--- src/hw/rtl/mskr_pkg.sv ---
`default_nettype none
// ----------------------------------------------------------------------------
// mskr_pkg: shared types, constants and saturating helpers
// Frame snapshot, result bundle and Q32.32 saturation arithmetic.
// ----------------------------------------------------------------------------
package mskr_pkg;

  localparam int unsigned QueueDepth = 2;
  localparam int unsigned QueuePtrW  = (QueueDepth > 1) ? $clog2(QueueDepth) : 1;
  localparam int unsigned QueueCntW  = $clog2(QueueDepth + 1);

  localparam logic [63:0] SMAX = 64'h7FFF_FFFF_FFFF_FFFF;
  localparam logic [63:0] SMIN = 64'h8000_0000_0000_0000;

  // register map of the configuration port
  localparam logic [0:0] RegTempScale = 1'b0;
  localparam logic [0:0] RegDof       = 1'b1;

  // sums of one closed frame
  typedef struct packed {
    logic [62:0]      mass;
    logic [63:0]      kin;
    logic [2:0][63:0] mom;
    logic [2:0][63:0] wpos;
    logic [2:0][63:0] ang;
  } mskr_frame_t;

  typedef struct packed {
    logic [63:0]      temperature;
    logic [2:0][63:0] mom;
    logic [2:0][63:0] com;
    logic [2:0][63:0] ang;
    logic [62:0]      mass;
    logic             err;
  } mskr_result_t;

  function automatic logic [63:0] sat_add(input logic [63:0] a, input logic [63:0] b);
    logic [63:0] r;
    r = a + b;
    if (a[63] == b[63] && r[63] != a[63]) sat_add = a[63] ? SMIN : SMAX;
    else sat_add = r;
  endfunction

  function automatic logic [63:0] sat_sub(input logic [63:0] a, input logic [63:0] b);
    logic [63:0] r;
    r = a - b;
    if (a[63] != b[63] && r[63] != a[63]) sat_sub = a[63] ? SMIN : SMAX;
    else sat_sub = r;
  endfunction

  // sign and magnitude back to two's complement, clamped
  function automatic logic [63:0] from_sm(input logic neg, input logic [63:0] mag);
    logic [63:0] r;
    if (!neg) r = (mag > SMAX) ? SMAX : mag;
    else r = (mag > SMIN) ? SMIN : (64'd0 - mag);
    from_sm = r;
  endfunction

  // join the two 32x24 halves of x*m, shift right 16, saturate
  function automatic logic [63:0] umul_combine(input logic [55:0] hi, input logic [55:0] lo);
    logic [64:0] sum;
    sum = {1'b0, hi[47:0], 16'b0} + {25'b0, lo[55:16]};
    if (hi[55:48] != 8'd0 || sum[64]) umul_combine = '1;
    else umul_combine = sum[63:0];
  endfunction

endpackage
`default_nettype wire

--- src/hw/rtl/mskr_fifo.sv ---
`default_nettype none
// ----------------------------------------------------------------------------
// mskr_fifo: short queue of closed frames
// Decouples the atom intake from the finishing sequencer.
// ----------------------------------------------------------------------------
module mskr_fifo (
  input  logic                  clk_i,
  input  logic                  rst_ni,
  input  logic                  push_i,
  input  mskr_pkg::mskr_frame_t push_data_i,
  input  logic                  pop_i,
  output logic                  empty_o,
  output mskr_pkg::mskr_frame_t head_o
);
  import mskr_pkg::*;

  mskr_frame_t          entry_q [QueueDepth];
  logic [QueuePtrW-1:0] wr_ptr_q, rd_ptr_q;
  logic [QueueCntW-1:0] count_q;
  logic                 full;

  assign full    = (count_q == QueueCntW'(QueueDepth));
  assign empty_o = (count_q == '0);
  assign head_o  = entry_q[rd_ptr_q];

  function automatic logic [QueuePtrW-1:0] ptr_next(input logic [QueuePtrW-1:0] p);
    if (p == QueuePtrW'(QueueDepth - 1)) ptr_next = '0;
    else ptr_next = p + QueuePtrW'(1);
  endfunction

  always_ff @(posedge clk_i) begin
    if (push_i) entry_q[wr_ptr_q] <= push_data_i;
  end

  always_ff @(posedge clk_i or negedge rst_ni) begin
    if (!rst_ni) begin
      wr_ptr_q <= '0;
      rd_ptr_q <= '0;
      count_q  <= '0;
    end else begin
      if (push_i) wr_ptr_q <= ptr_next(wr_ptr_q);
      if (pop_i) rd_ptr_q <= ptr_next(rd_ptr_q);
      if (push_i && !pop_i) count_q <= count_q + QueueCntW'(1);
      else if (pop_i && !push_i) count_q <= count_q - QueueCntW'(1);
    end
  end

  assert property (@(posedge clk_i) disable iff (!rst_ni) push_i |-> !full)
    else $error("frame queue overflow");
  assert property (@(posedge clk_i) disable iff (!rst_ni) pop_i |-> !empty_o)
    else $error("frame queue underflow");
  assert property (@(posedge clk_i) disable iff (!rst_ni)
    (push_i && !pop_i) |=> count_q == $past(count_q) + QueueCntW'(1))
    else $error("frame queue count did not advance on push");

endmodule
`default_nettype wire

--- config.mk ---
export PLATFORM = sky130hd
export DESIGN_NAME = mskr_fifo
export DESIGN_NICKNAME = d
export VERILOG_FILES = /design/src/hw/rtl/mskr_pkg.sv /design/src/hw/rtl/mskr_fifo.sv
export SDC_FILE = /design/constraint.sdc
export NUM_CORES = 1
export LEC_CHECK = 0
export BUFFER_PORTS_ARGS = -buffer_cell sky130_fd_sc_hd__buf_2
export CAP_MARGIN = 20
export CORE_AREA = 4 4 555 557
export CTS_CLUSTER_SIZE = 8
export DETAILED_ROUTE_END_ITERATION = 8
export DIE_AREA = 0 0 559 561
export SYNTH_ARGS = -nofsm -noshare
export SYNTH_HDL_FRONTEND = slang
export SYNTH_SLANG_ARGS = --single-unit
--- constraint.sdc ---
create_clock -name clk_i -period 38.6 [get_ports clk_i]
set_input_delay 1.93 -clock clk_i [delete_from_list [all_inputs] [get_ports clk_i]]
set_output_delay 1.93 -clock clk_i [all_outputs]
set_load 0.01 [all_outputs]
Word level (Yosys, flattened, before mapping)

Memory sizes are Yosys's and may differ from the RTL's.
Cells that the tools add are included.
W data, S select, Z words.

Mux-type cells: 6
Reduce and logical (&&, ||, !) cells: 6
Shift operators: 0
Bitwise logic cells: 0
$add $sub $neg: 4
Div/mod/pow operators: 0
$mul: 0
Eq/ne operators: 0
$lt $le $gt $ge: 0

Operators with widths:

| cell                  | number |
|---|---|
| $mux W1               | 4 |
| $mux W2               | 2 |
| $add A1 B1 Y1 const B | 2 |
| $add A2 B1 Y2 const B | 1 |
| $logic_and A1 B1 Y1   | 2 |
| $logic_not A1 Y1      | 2 |
| $logic_not A2 Y1      | 1 |
| $reduce_bool A2 Y1    | 1 |
| $sub A2 B1 Y2 const B | 1 |

Memories: 1
Logic and storage cells: 20
Latch bits: 0
Output and inout port bits: 704
Memory bits (read-only): 0
Memory bits (writable): 1406
Flip-flop bits (word level): 4
Input port bits: 707

Memory list:

| name    | words | bits a word | read ports | clocked after Yosys merged registers in | write ports | RTL line        | text |
|---|---|---|---|---|---|---|---|
| entry_q | 2     | 703         | 1          | 0                                       | 1           | mskr_fifo.sv:17 | `mskr_frame_t entry_q [QueueDepth];` |

Logic depth before layout (Yosys ltp)

Gate-level depths: netlist of run 1.

Word-level depth: 4
Gate-level depth with buffers: 5
Mapped depth without buffers: 5

Worst setup path before layout of run 1

No wires, ideal clock.

Path type: in2reg
Start point: input push_i
End point: memory entry_q[0][0] (netlist bit) (enable)
Data required time: 36.727 ns
Setup slack: 4.688 ns
Arrival time: 32.039 ns
Stages on the path: 1
Setup time: 1.873 ns
Path buffers: 0
Path through: nor2b_1

Word-level cells in the longest chain between the ends: 2

RTL lines:

| item                          | RTL line        | text |
|---|---|---|
| start, declared               | mskr_fifo.sv:9  | `input logic push_i,` |
| $mux W1                       | mskr_fifo.sv:32 | `if (push_i) entry_q[wr_ptr_q] <= push_data_i;` |
| $mux W1 (not written as such) | mskr_fifo.sv:32 |  |
| end, declared                 | mskr_fifo.sv:17 |  |

No other way between the ends.

==> flow_metrics.tcl, run 1 <==
set metrics [dict create \
    worstHoldPathType "flip-flop to flip-flop" \
    min_period_ns 7.73 \
    intPower_mw 3.57 \
    die_x_um 559 \
    pwr-share-comb 0.292 \
    crit_path_end_kind "output port" \
    cpMaxStageDelayCell "dfrtp_4" \
    drive_above_1_share 0.620 \
    grt_pass1_wl_um 277000 \
    worst-path-buf-inv 5 \
    setup_viol 0 \
    drtIter0Drc 2873 \
    max_cap_violations 0 \
    clkPwrFrac 0.303 \
    worstHoldStart "count_q[1]$_DFFE_PN0P_" \
    grt.total_usage 0.131 \
    ioPinCount 1411 \
    ys_ff_latch 1410 \
    arrival_ns 5.80 \
    crit_family "buffers and inverters" \
    synth.most_common_cell "edfxtp_1" \
    fp.dieArea_sq_mm 0.314 \
    cts_buffers 201 \
    ir_worst_vdd_uv 52.7 \
    leakage_nw 24.4 \
    maxSlewViolCount 0 \
    antenna_found_initial 265 \
    tns_ns 0 \
    critical-path-max-stage-delay_ns 0.89 \
    finalNetCount 4475 \
    switchingPower_mw 1.62 \
    critical_path_required_ns 36.67 \
    yosys_warnings 0 \
    grt_pass1_vias 29400 \
    worstReg2RegEnd "entry_q[1][478]$_DFFE_PP_" \
    ant_nets 0 \
    hpwl_um 173000 \
    fin_crit_sh 0.200 \
    async_reset_ff_frac 0.00284 \
    place_inst 7542 \
    synth_top_area_cell "edfxtp_1" \
    portBuffers 1410 \
    fmax_ghz 0.129 \
    r2r_cells 7 \
    synth_compound_gate_area_share 0 \
    tightestPinTransition_ns 1.30 \
    route.detailed.drc 0 \
    die_y_um 561 \
    path_cells "buf_4, buf_4, buf_4, buf_12, mux2_2, buf_2" \
    via_count 29000 \
    rsz0062_at_grt "false" \
    synth_xor_area_frac 0.000857 \
    swShare 0.312 \
    wl_per_cell_um 27.3 \
    firstDrtPassIters 6 \
    synthAdderAreaFrac 0.000245 \
    clk_pin_slew_ns 0.05 \
    cts_resized 0 \
    start_kind "flip-flop" \
    rows 202 \
    holdPathEnd "count_q[1]$_DFFE_PN0P_" \
    place_congestion 0.917 \
    syn_area_sq_mm 0.0511 \
    synth-edff-count 1406 \
    insertion_delay_ns 0.81 \
    instances_no_fill 7851 \
    min_path_cells 1 \
    p_seq_frac 0.405 \
    core_area_sq_mm 0.303 \
    cts_tree "built" \
    outcome "completed" \
    cts-root-buf "clkbuf_16" \
    muxShareOfSynthArea 0.155 \
    worstPathMaxFanout 162 \
    synth_top_family_by_area "multiplexers" \
    grt_max_degree 166 \
    syn-num-nets 2910 \
    worst_r2r_startpoint "wr_ptr_q$_DFFE_PN0P_" \
    postCtsSetupRepairBufs 0 \
    power.density_mw_per_mm2 75.9 \
    crit_type "flip-flop to output port" \
    postSynthCellCount 2202 \
    synth_cell_type_count 13 \
    rrSetupSlack_ns 32.32 \
    synth_area_leaders "edfxtp_1 (83%), mux2_2 (15%), buf_6 (1.4%)" \
    synth_common_cells "edfxtp_1 (1406), mux2_2 (703), buf_6 (62), buf_2 (15)" \
    start_util 0.169 \
    hold_violations 0 \
    synth_simple_gate_area_frac 0.000392 \
    ctsHtreeMaxLevel 4 \
    relSlewSlack 0.135 \
    crit_path_frequent_cell "buf_4" \
    fin_skew_ns 0.0391 \
    grt_overflow 0 \
    ys_seq_area_frac 0.828 \
    synth_top_flop_cell "edfxtp_1" \
    syn_to_final_growth_pct 33.7 \
    syn_area_per_cell_sq_um 23.2 \
    clock_sinks 1410 \
    hold_buffers 0 \
    synth.top_cell.area_share 0.826 \
    clock_path_buffers 4 \
    wirelength_um 214000 \
    via_per_inst 3.70 \
]
-- cells by family after synthesis --
| family | count (synthesis) |
|---|---|
| DFF | 1410 |
| muxes | 703 |
| buffers and inverters | 79 |
| xor gates and xnor gates | 5 |
| and+or+nand+nor | 4 |
| adders and majority gates | 1 |
-- layout by cell type (no fill, tap or decap), types with 2 or more instances in the layout --
cell type	instances
mux2_2	703
diode_2	64
bufinv_16	3
edfxtp_1	1406
clkbuf_1	27
clkinv_2	3
nor2_1	2
buf_2	1410
buf_4	26
dfrtp_1	3
xor2_1	4
clkbuf_16	202
clkinv_8	2
buf_12	4
clkinv_16	7
-- metal layers --
layer,GRT usage,routed length (um),vias to the layer above
met4,0.0333,7000,132
met2,0.211,97500,1923
met3,0.0702,31000,621
met5,0,885,-
li1,-,-,12000
met1,0.151,78000,14300
-- registers in the layout, indices dropped and copies added, names as in the netlist --
signal    cells
entry_q    1406
count_q       2
rd_ptr_q      1
wr_ptr_q      1
-- layout make-up --
class                   count  area [sq um]
repair buffers           1440          7330
fillers                 31500        234000
clock buffers             229          5160
inverters                   1          3.75
diodes                     64           160
flip-flops and latches   1410         42300
well taps                3978          4980
clock inverters            16           352
multi-input cells         713          8000
-- worst max-delay path by stage --
| stage | end | slack [ns] | from | cells past startpoint |
|---|---|---|---|---|
| floorplan | entry_q[0][0]$_DFFE_PP_ | 4.69 | push_i | 1 |
| global route | head_o[434] | 30.59 | rd_ptr_q$_DFFE_PN0P_ | 6 |
| finish | head_o[440] | 30.87 | rd_ptr_q$_DFFE_PN0P_ | 6 |
| global placement | entry_q[1][477]$_DFFE_PP_ | 30.80 | push_i | 8 |
| CTS | head_o[183] | 30.77 | rd_ptr_q$_DFFE_PN0P_ | 6 |
| detailed placement | entry_q[1][479]$_DFFE_PP_ | 30.62 | push_i | 8 |
-- per-stage QoR --
step / instance area [sq um] / util / setup WS, ns / power [mW] / hold slack (ns)
floorplan: 51100 / - / 4.69 / 3.31 / 0.443
global placement: 62600 / 0.207 / 30.80 / 3.66 / 0.464
detailed placement: 62600 / 0.207 / 30.62 / 3.67 / 0.487
CTS: 68100 / 0.225 / 30.77 / 5.28 / 0.498
global route: 68200 / 0.225 / 30.59 / 5.42 / 0.506
finish: 68300 / 0.226 / 30.87 / 5.19 / 0.494
-- power groups by stage --
stage | clock network, mW | logic [mW] | registers (mW)
floorplan | 0 | 0.872 | 2.44
global placement | 0 | 1.54 | 2.12
detailed placement | 0 | 1.54 | 2.13
CTS | 1.63 | 1.55 | 2.10
global route | 1.69 | 1.61 | 2.12
finish | 1.57 | 1.51 | 2.10
Note: power is estimated with default switching activity, not from simulation.
==> inputs of run 2 (changes only) <==
--- a/config.mk
+++ b/config.mk
@@ -5,12 +5,13 @@
 export SDC_FILE = /design/constraint.sdc
 export NUM_CORES = 1
 export LEC_CHECK = 0
+export ABC_AREA = 1
 export BUFFER_PORTS_ARGS = -buffer_cell sky130_fd_sc_hd__buf_2
 export CAP_MARGIN = 20
-export CORE_AREA = 4 4 555 557
+export CORE_AREA = 4 4 551 553
 export CTS_CLUSTER_SIZE = 8
 export DETAILED_ROUTE_END_ITERATION = 8
-export DIE_AREA = 0 0 559 561
+export DIE_AREA = 0 0 555 557
 export SYNTH_ARGS = -nofsm -noshare
 export SYNTH_HDL_FRONTEND = slang
 export SYNTH_SLANG_ARGS = --single-unit
==> constraint.sdc (replaced) <==
create_clock -name clk_i -period 6.3 [get_ports clk_i]
set_input_delay 0.315 -clock clk_i [delete_from_list [all_inputs] [get_ports clk_i]]
set_output_delay 0.315 -clock clk_i [all_outputs]
set_load 0.01 [all_outputs]
==> run 2 against run 1 <==
Effect of this change: sequential cell count unchanged; largest cell class unchanged; worst setup slack got worse by 28 ns; core utilization increased by 2.8 points; first-iteration DRC count decreased by 7.1%; worst hold slack got worse by 0.34 ns; critical path type unchanged; critical endpoint is now head_o[508].
==> flow_metrics.tcl, run 2 <==
set metrics [dict create \
    grt_pass1_vias 33100 \
    syn-num-nets 2919 \
    final_util 0.253 \
    worstReg2RegEnd "entry_q[0][114]$_DFFE_PP_" \
    grt_overflow 0 \
    maxSlewViolCount 0 \
    worstHoldStart "push_data_i[634]" \
    drtIter0Drc 2670 \
    setup_viol 0 \
    rows 201 \
    min_period_ns 3.73 \
    start_util 0.171 \
    wl_per_cell_um 26.8 \
    holdPathEnd "entry_q[1][634]$_DFFE_PP_" \
    crit_type "flip-flop to output port" \
    critical_path_required_ns 5.98 \
    portBuffers 1410 \
    die_y_um 557 \
    crit_start "rd_ptr_q$_DFFE_PN0P_" \
    place_inst 7540 \
    syn_to_final_growth_pct 48.1 \
    ant_nets 0 \
    max_cap_violations 0 \
    clock_sinks 1410 \
    hpwl_um 182000 \
    path_cells "buf_12, mux2_2, buf_2" \
    worst_r2r_startpoint "wr_ptr_q$_DFFE_PN0P_" \
    wirelength_um 230000 \
    synth_area_leaders "edfxtp_1 (83%), mux2_2 (15%), buf_6 (1.4%)" \
    yosys_warnings 0 \
    final_cell_mix "buf_2 (1410), edfxtp_1 (1406), dlygate4sd3_1 (707)" \
    fin_skew_ns 0.0804 \
    insertion_delay_ns 0.90 \
    ctsHtreeMaxLevel 4 \
    rrSetupSlack_ns 3.53 \
    largest_reg_flops 1406 \
    via_count 32000 \
    finalNetCount 5203 \
    grt_max_degree 143 \
    async_reset_ff_frac 0.00284 \
    ioPinCount 1411 \
    postCtsSetupRepairBufs 0 \
    via_per_inst 3.73 \
    clock_path_buffers 4 \
    r2r_cells 3 \
    ys_seq_area_frac 0.828 \
    antenna_found_initial 267 \
    critical-path-max-stage-delay_ns 1.04 \
    synth_cell_type_count 14 \
    fmax_ghz 0.268 \
    relSlewSlack 0.248 \
    start_kind "flip-flop" \
    mostFrequentLayoutCell "buf_2" \
    hold_violations 0 \
    min_path_cells 2 \
    route.detailed.drc 0 \
    worstPathMaxFanout 114 \
    synth.most_common_cell "edfxtp_1" \
    outcome "completed" \
    drive_above_1_share 0.524 \
    core_area_sq_mm 0.299 \
    nFillCells 30400 \
    ir_worst_vdd_uv 328 \
    layout_setup_ws_ns 2.57 \
    cpMaxStageDelayCell "dfrtp_4" \
    cts_buffers 204 \
    place_congestion 0.966 \
    rsz0062_at_grt "false" \
    crit_path_end_kind "output port" \
    reg_top3 "entry_q: 1406 flops, count_q: 2 flops" \
    syn_area_per_cell_sq_um 23.1 \
    cts_tree "built" \
    grt_pass1_wl_um 297000 \
    top_register "entry_q" \
    leakage_nw 27.5 \
    syn_area_sq_mm 0.0511 \
    cts-root-buf "clkbuf_16" \
    fin_crit_sh 0.592 \
    clk_pin_slew_ns 0.05 \
    worstHoldPathType "input port to flip-flop" \
    ys_ff_latch 1410 \
    instances_no_fill 8580 \
    die_x_um 555 \
    synth.top_cell.area_share 0.826 \
    tns_ns 0 \
    hold_slack_ns 0.151 \
    grt.total_usage 0.142 \
    postSynthCellCount 2211 \
    pre_cts_slack_ns 3.41 \
    synth_top_area_cell "edfxtp_1" \
    fp.dieArea_sq_mm 0.309 \
    arrival_ns 3.42 \
    synth_top_flop_cell "edfxtp_1" \
    power.density_mw_per_mm2 433 \
    synth_common_cells "edfxtp_1 (1406), mux2_2 (703), buf_6 (62), buf_2 (15), inv_1 (7)" \
    firstDrtPassIters 5 \
    synth-edff-count 1406 \
    tightestPinTransition_ns 1.13 \
]
-- run 2: cell types whose count changed in the layout (fill, tap and decap cells not counted), sizes merged, moves of 2 or more --
cell / before / now
dlygate4sd3: 0 / 707
inv: 1 / 9
diode: 64 / 85
clkinv: 13 / 16
xor2: 4 / 2
buf: 1440 / 1449
nand2: 0 / 5
clkbuf: 229 / 224
clkinvlp: 0 / 3
-- run 2: logic make-up (layout without fill, tap and decap cells) --
group	after synthesis	count (layout)	synth area share
flip-flops	1410	1410	0.828
multiplexers	703	703	0.155
buffers and inverters	85	2411	0.0158
AND/OR/NAND/NOR	9	9	0.000734
XOR/XNOR	3	3	0.000514
adder cells (fa/ha/maj)	1	1	0.000245
other	0	85	0
-- run 2: repair_timing --
action                    in CTS  in global routing
hold buffers                 707                  0
resized for setup              0                  0
hold endpoints to repair    1414                  0
-- run 2: worst max path at each step --
| stage | to | slack [ns] | depth (start not counted) |
|---|---|---|---|
| after CTS | head_o[345] | 2.47 | 4 |
| after floorplan | entry_q[1][0]$_DFFE_PP_ | -5.18 | 2 |
| after global routing | head_o[186] | 2.44 | 4 |
| after global placement | head_o[163] | 3.43 | 4 |
| final | head_o[508] | 2.57 | 3 |
| after detailed placement | entry_q[0][154]$_DFFE_PP_ | 3.41 | 5 |
-- run 2: stage by stage --
step,cell area [sq um],total power [mW]
2_1_floorplan,51100,19.1
3_3_place_gp,62900,22.8
3_5_place_dp,62900,22.9
4_1_cts,75500,33.4
5_1_grt,75600,34.3
6_report,75700,32.8
-- run 2: final cells by class --
cell class | instances | area (sq um) | area share
antenna | 85 | 213 | 0.00281
clock inverter | 24 | 403 | 0.00532
sequential | 1410 | 42300 | 0.559
timing repair buffer | 2156 | 14600 | 0.193
inverter | 7 | 30.0 | 0.000397
tap | 3958 | 4950 | 0.0654
multi-input combinational | 716 | 8000 | 0.106
clock buffer | 224 | 5180 | 0.0684
-- run 2: critical path: cells and delay by family, from the launching register on --
kind | cells | cell delay (ns)
DFF | 1 | 1.04
buffers and inverters | 2 | 0.57
muxes | 1 | 0.51
-- run 2: per-layer routing --
metal | up-vias | routed length (um) | GRT usage
met4 | 134 | 10600 | 0.0548
met3 | 608 | 24000 | 0.0579
met1 | 15800 | 87200 | 0.164
li1 | 13500 | - | -
met5 | - | 848 | 0
met2 | 1942 | 108000 | 0.235
-- run 2: power breakdown --
group / switching (mW) / internal, mW
sequential: 0.480 / 12.5
clock: 3.96 / 5.87
combinational: 6.08 / 3.97
total: 10.5 / 22.3
==> inputs of run 3 (changes only) <==
==> constraint.sdc (replaced) <==
create_clock -name clk_i -period 3.2 [get_ports clk_i]
set_input_delay 0.16 -clock clk_i [delete_from_list [all_inputs] [get_ports clk_i]]
set_output_delay 0.16 -clock clk_i [all_outputs]
set_load 0.01 [all_outputs]
==> run 3 against run 2 <==
Effect of this change: final cell count rose by 4.5%; total power increased by 100%; largest power group unchanged; critical endpoint is now head_o[255]; clock skew decreased by 0.032 ns.
==> flow_metrics.tcl, run 3 (synthesized netlist as in run 2, its figures left out) <==
set metrics [dict create \
    outcome "completed" \
    grt_pass1_wl_um 307000 \
    pwr-share-comb 0.319 \
    finalNetCount 5557 \
    crit_path_end_kind "output port" \
    reg_top3 "entry_q: 1406 flops, count_q: 2 flops" \
    clock_path_buffers 4 \
    syn_to_final_growth_pct 55.6 \
    relSlewSlack 0.387 \
    worstHoldPathType "input port to flip-flop" \
    finalPower_mw 66.3 \
    cpMaxStageDelayCell "dfrtp_4" \
    grt_overflow 0 \
    clk_pin_slew_ns 0.05 \
    r2r_cells 4 \
    fin_crit_sh 0.946 \
    worstReg2RegEnd "entry_q[1][189]$_DFFE_PP_" \
    hpwl_um 187000 \
    route.detailed.drc 0 \
    ctsHtreeMaxLevel 4 \
    endpoint "head_o[255]" \
    insertion_delay_ns 0.83 \
    layout_setup_ws_ns 0.173 \
    worst_r2r_startpoint "wr_ptr_q$_DFFE_PN0P_" \
    drive_above_1_share 0.502 \
    hold_violations 0 \
    mostFrequentLayoutCell "buf_2" \
    tns_ns 0 \
    maxSlewViolCount 0 \
    p_seq_frac 0.382 \
    portBuffers 1410 \
    grt.total_usage 0.146 \
    path_cells "buf_12, buf_4, mux2_2, buf_2" \
    wl_per_cell_um 26.4 \
    worst-path-buf-inv 3 \
    grt_max_degree 91 \
    cts-root-buf "clkbuf_16" \
    ant_nets 0 \
    crit_type "flip-flop to output port" \
    die_x_um 555 \
    power.density_mw_per_mm2 833 \
    ir_worst_vdd_uv 576 \
    fmax_ghz 0.330 \
    place_congestion 0.897 \
    ioPinCount 1411 \
    cts_tree "built" \
    cts_buffers 205 \
    drtIter0Drc 2833 \
    start_util 0.171 \
    place_inst 7620 \
    cts_resized 0 \
    intPower_mw 45.1 \
    rows 201 \
    wirelength_um 237000 \
    largest_reg_flops 1406 \
    crit_start "rd_ptr_q$_DFFE_PN0P_" \
    via_per_inst 3.76 \
    crit_family "buffers and inverters" \
    start_kind "flip-flop" \
    fin_skew_ns 0.0485 \
    firstDrtPassIters 6 \
    grt_pass1_vias 35100 \
    path_depth 4 \
    instances_no_fill 8970 \
    core_area_sq_mm 0.299 \
    switchingPower_mw 21.2 \
    antenna_found_initial 288 \
    final_util 0.266 \
    pre_cts_slack_ns 0.811 \
    min_period_ns 3.03 \
    worstPathMaxFanout 42 \
    via_count 33700 \
    clkPwrFrac 0.299 \
    tightestPinTransition_ns 0.918 \
    top_register "entry_q" \
    critical_path_required_ns 3.04 \
    arrival_ns 2.87 \
    max_cap_violations 0 \
    swShare 0.319 \
    leakage_nw 29.2 \
    rsz0062_at_grt "false" \
    die_y_um 557 \
    final_cell_mix "buf_2 (1410), edfxtp_1 (1406), dlygate4sd3_1 (979)" \
    fp.dieArea_sq_mm 0.309 \
    setup_viol 0 \
    critical-path-max-stage-delay_ns 0.70 \
    clock_sinks 1410 \
    rrSetupSlack_ns 0.82 \
]
==> run 3: timing repair <==
item                                   in CTS  in global routing
endpoints found under the hold margin    1442                  0
hold buffers                              979                  0
buffers inserted                            1                  0
setup endpoints to repair                  48                  0
==> run 3: cell type report <==
type | instances | area [sq um]
Inverter | 7 | 30.0
Tap cell | 3958 | 4950
Multi-Input combinational cell | 716 | 8000
Clock buffer | 241 | 5310
Fill cell | 30000 | 219000
Timing Repair Buffer | 2509 | 18200
Clock inverter | 26 | 463
Sequential cell | 1410 | 42300
Antenna cell | 103 | 258
==> run 3: worst reg2reg max path, stage by stage, from the launching register on <==
cell	delay [ns]
dfrtp_1	0.45
nand2_1	0.15
clkinvlp_4	0.73
buf_12	0.49
buf_12	0.25
==> run 3: routing by layer <==
layer	vias to the layer above	track usage	wire, um	share of wire
met5	-	0	860	0.0036
met4	144	0.0557	11100	0.047
met3	604	0.0553	24400	0.10
met2	2115	0.247	112000	0.47
met1	16600	0.167	88200	0.37
li1	14200	-	-	-
==> run 3: worst min path at each step <==
| stage | from | to | cells past startpoint | slack (ns) |
|---|---|---|---|---|
| after detailed placement | rst_ni | rd_ptr_q$_DFFE_PN0P_ | 1 | -0.03 |
| after floorplan | rst_ni | count_q[0]$_DFFE_PN0P_ | 0 | -0.14 |
| after CTS | push_data_i[120] | entry_q[1][120]$_DFFE_PP_ | 2 | 0.00007 |
| after global routing | push_data_i[89] | entry_q[1][89]$_DFFE_PP_ | 2 | 0.005 |
| after global placement | rst_ni | rd_ptr_q$_DFFE_PN0P_ | 1 | -0.02 |
| final | push_data_i[578] | entry_q[1][578]$_DFFE_PP_ | 2 | 0.08 |
==> run 3: power by group through the flow <==
stage / sequential, mW / clock, mW / combinational, mW
2_1_floorplan: 25.0 / 0 / 9.43
3_3_place_gp: 25.5 / 0 / 20.2
3_5_place_dp: 25.7 / 0 / 20.2
4_1_cts: 25.3 / 20.4 / 21.6
5_1_grt: 25.5 / 21.3 / 22.3
6_report: 25.3 / 19.8 / 21.2
==> run 3: through the flow <==
step                      instance area [sq um]  hold slack (ns)
after floorplan                           51100           -0.136
after global placement                    63700          -0.0229
after detailed placement                  63700          -0.0261
after CTS                                 79300        0.0000744
after global routing                      79400          0.00491
final                                     79600           0.0832
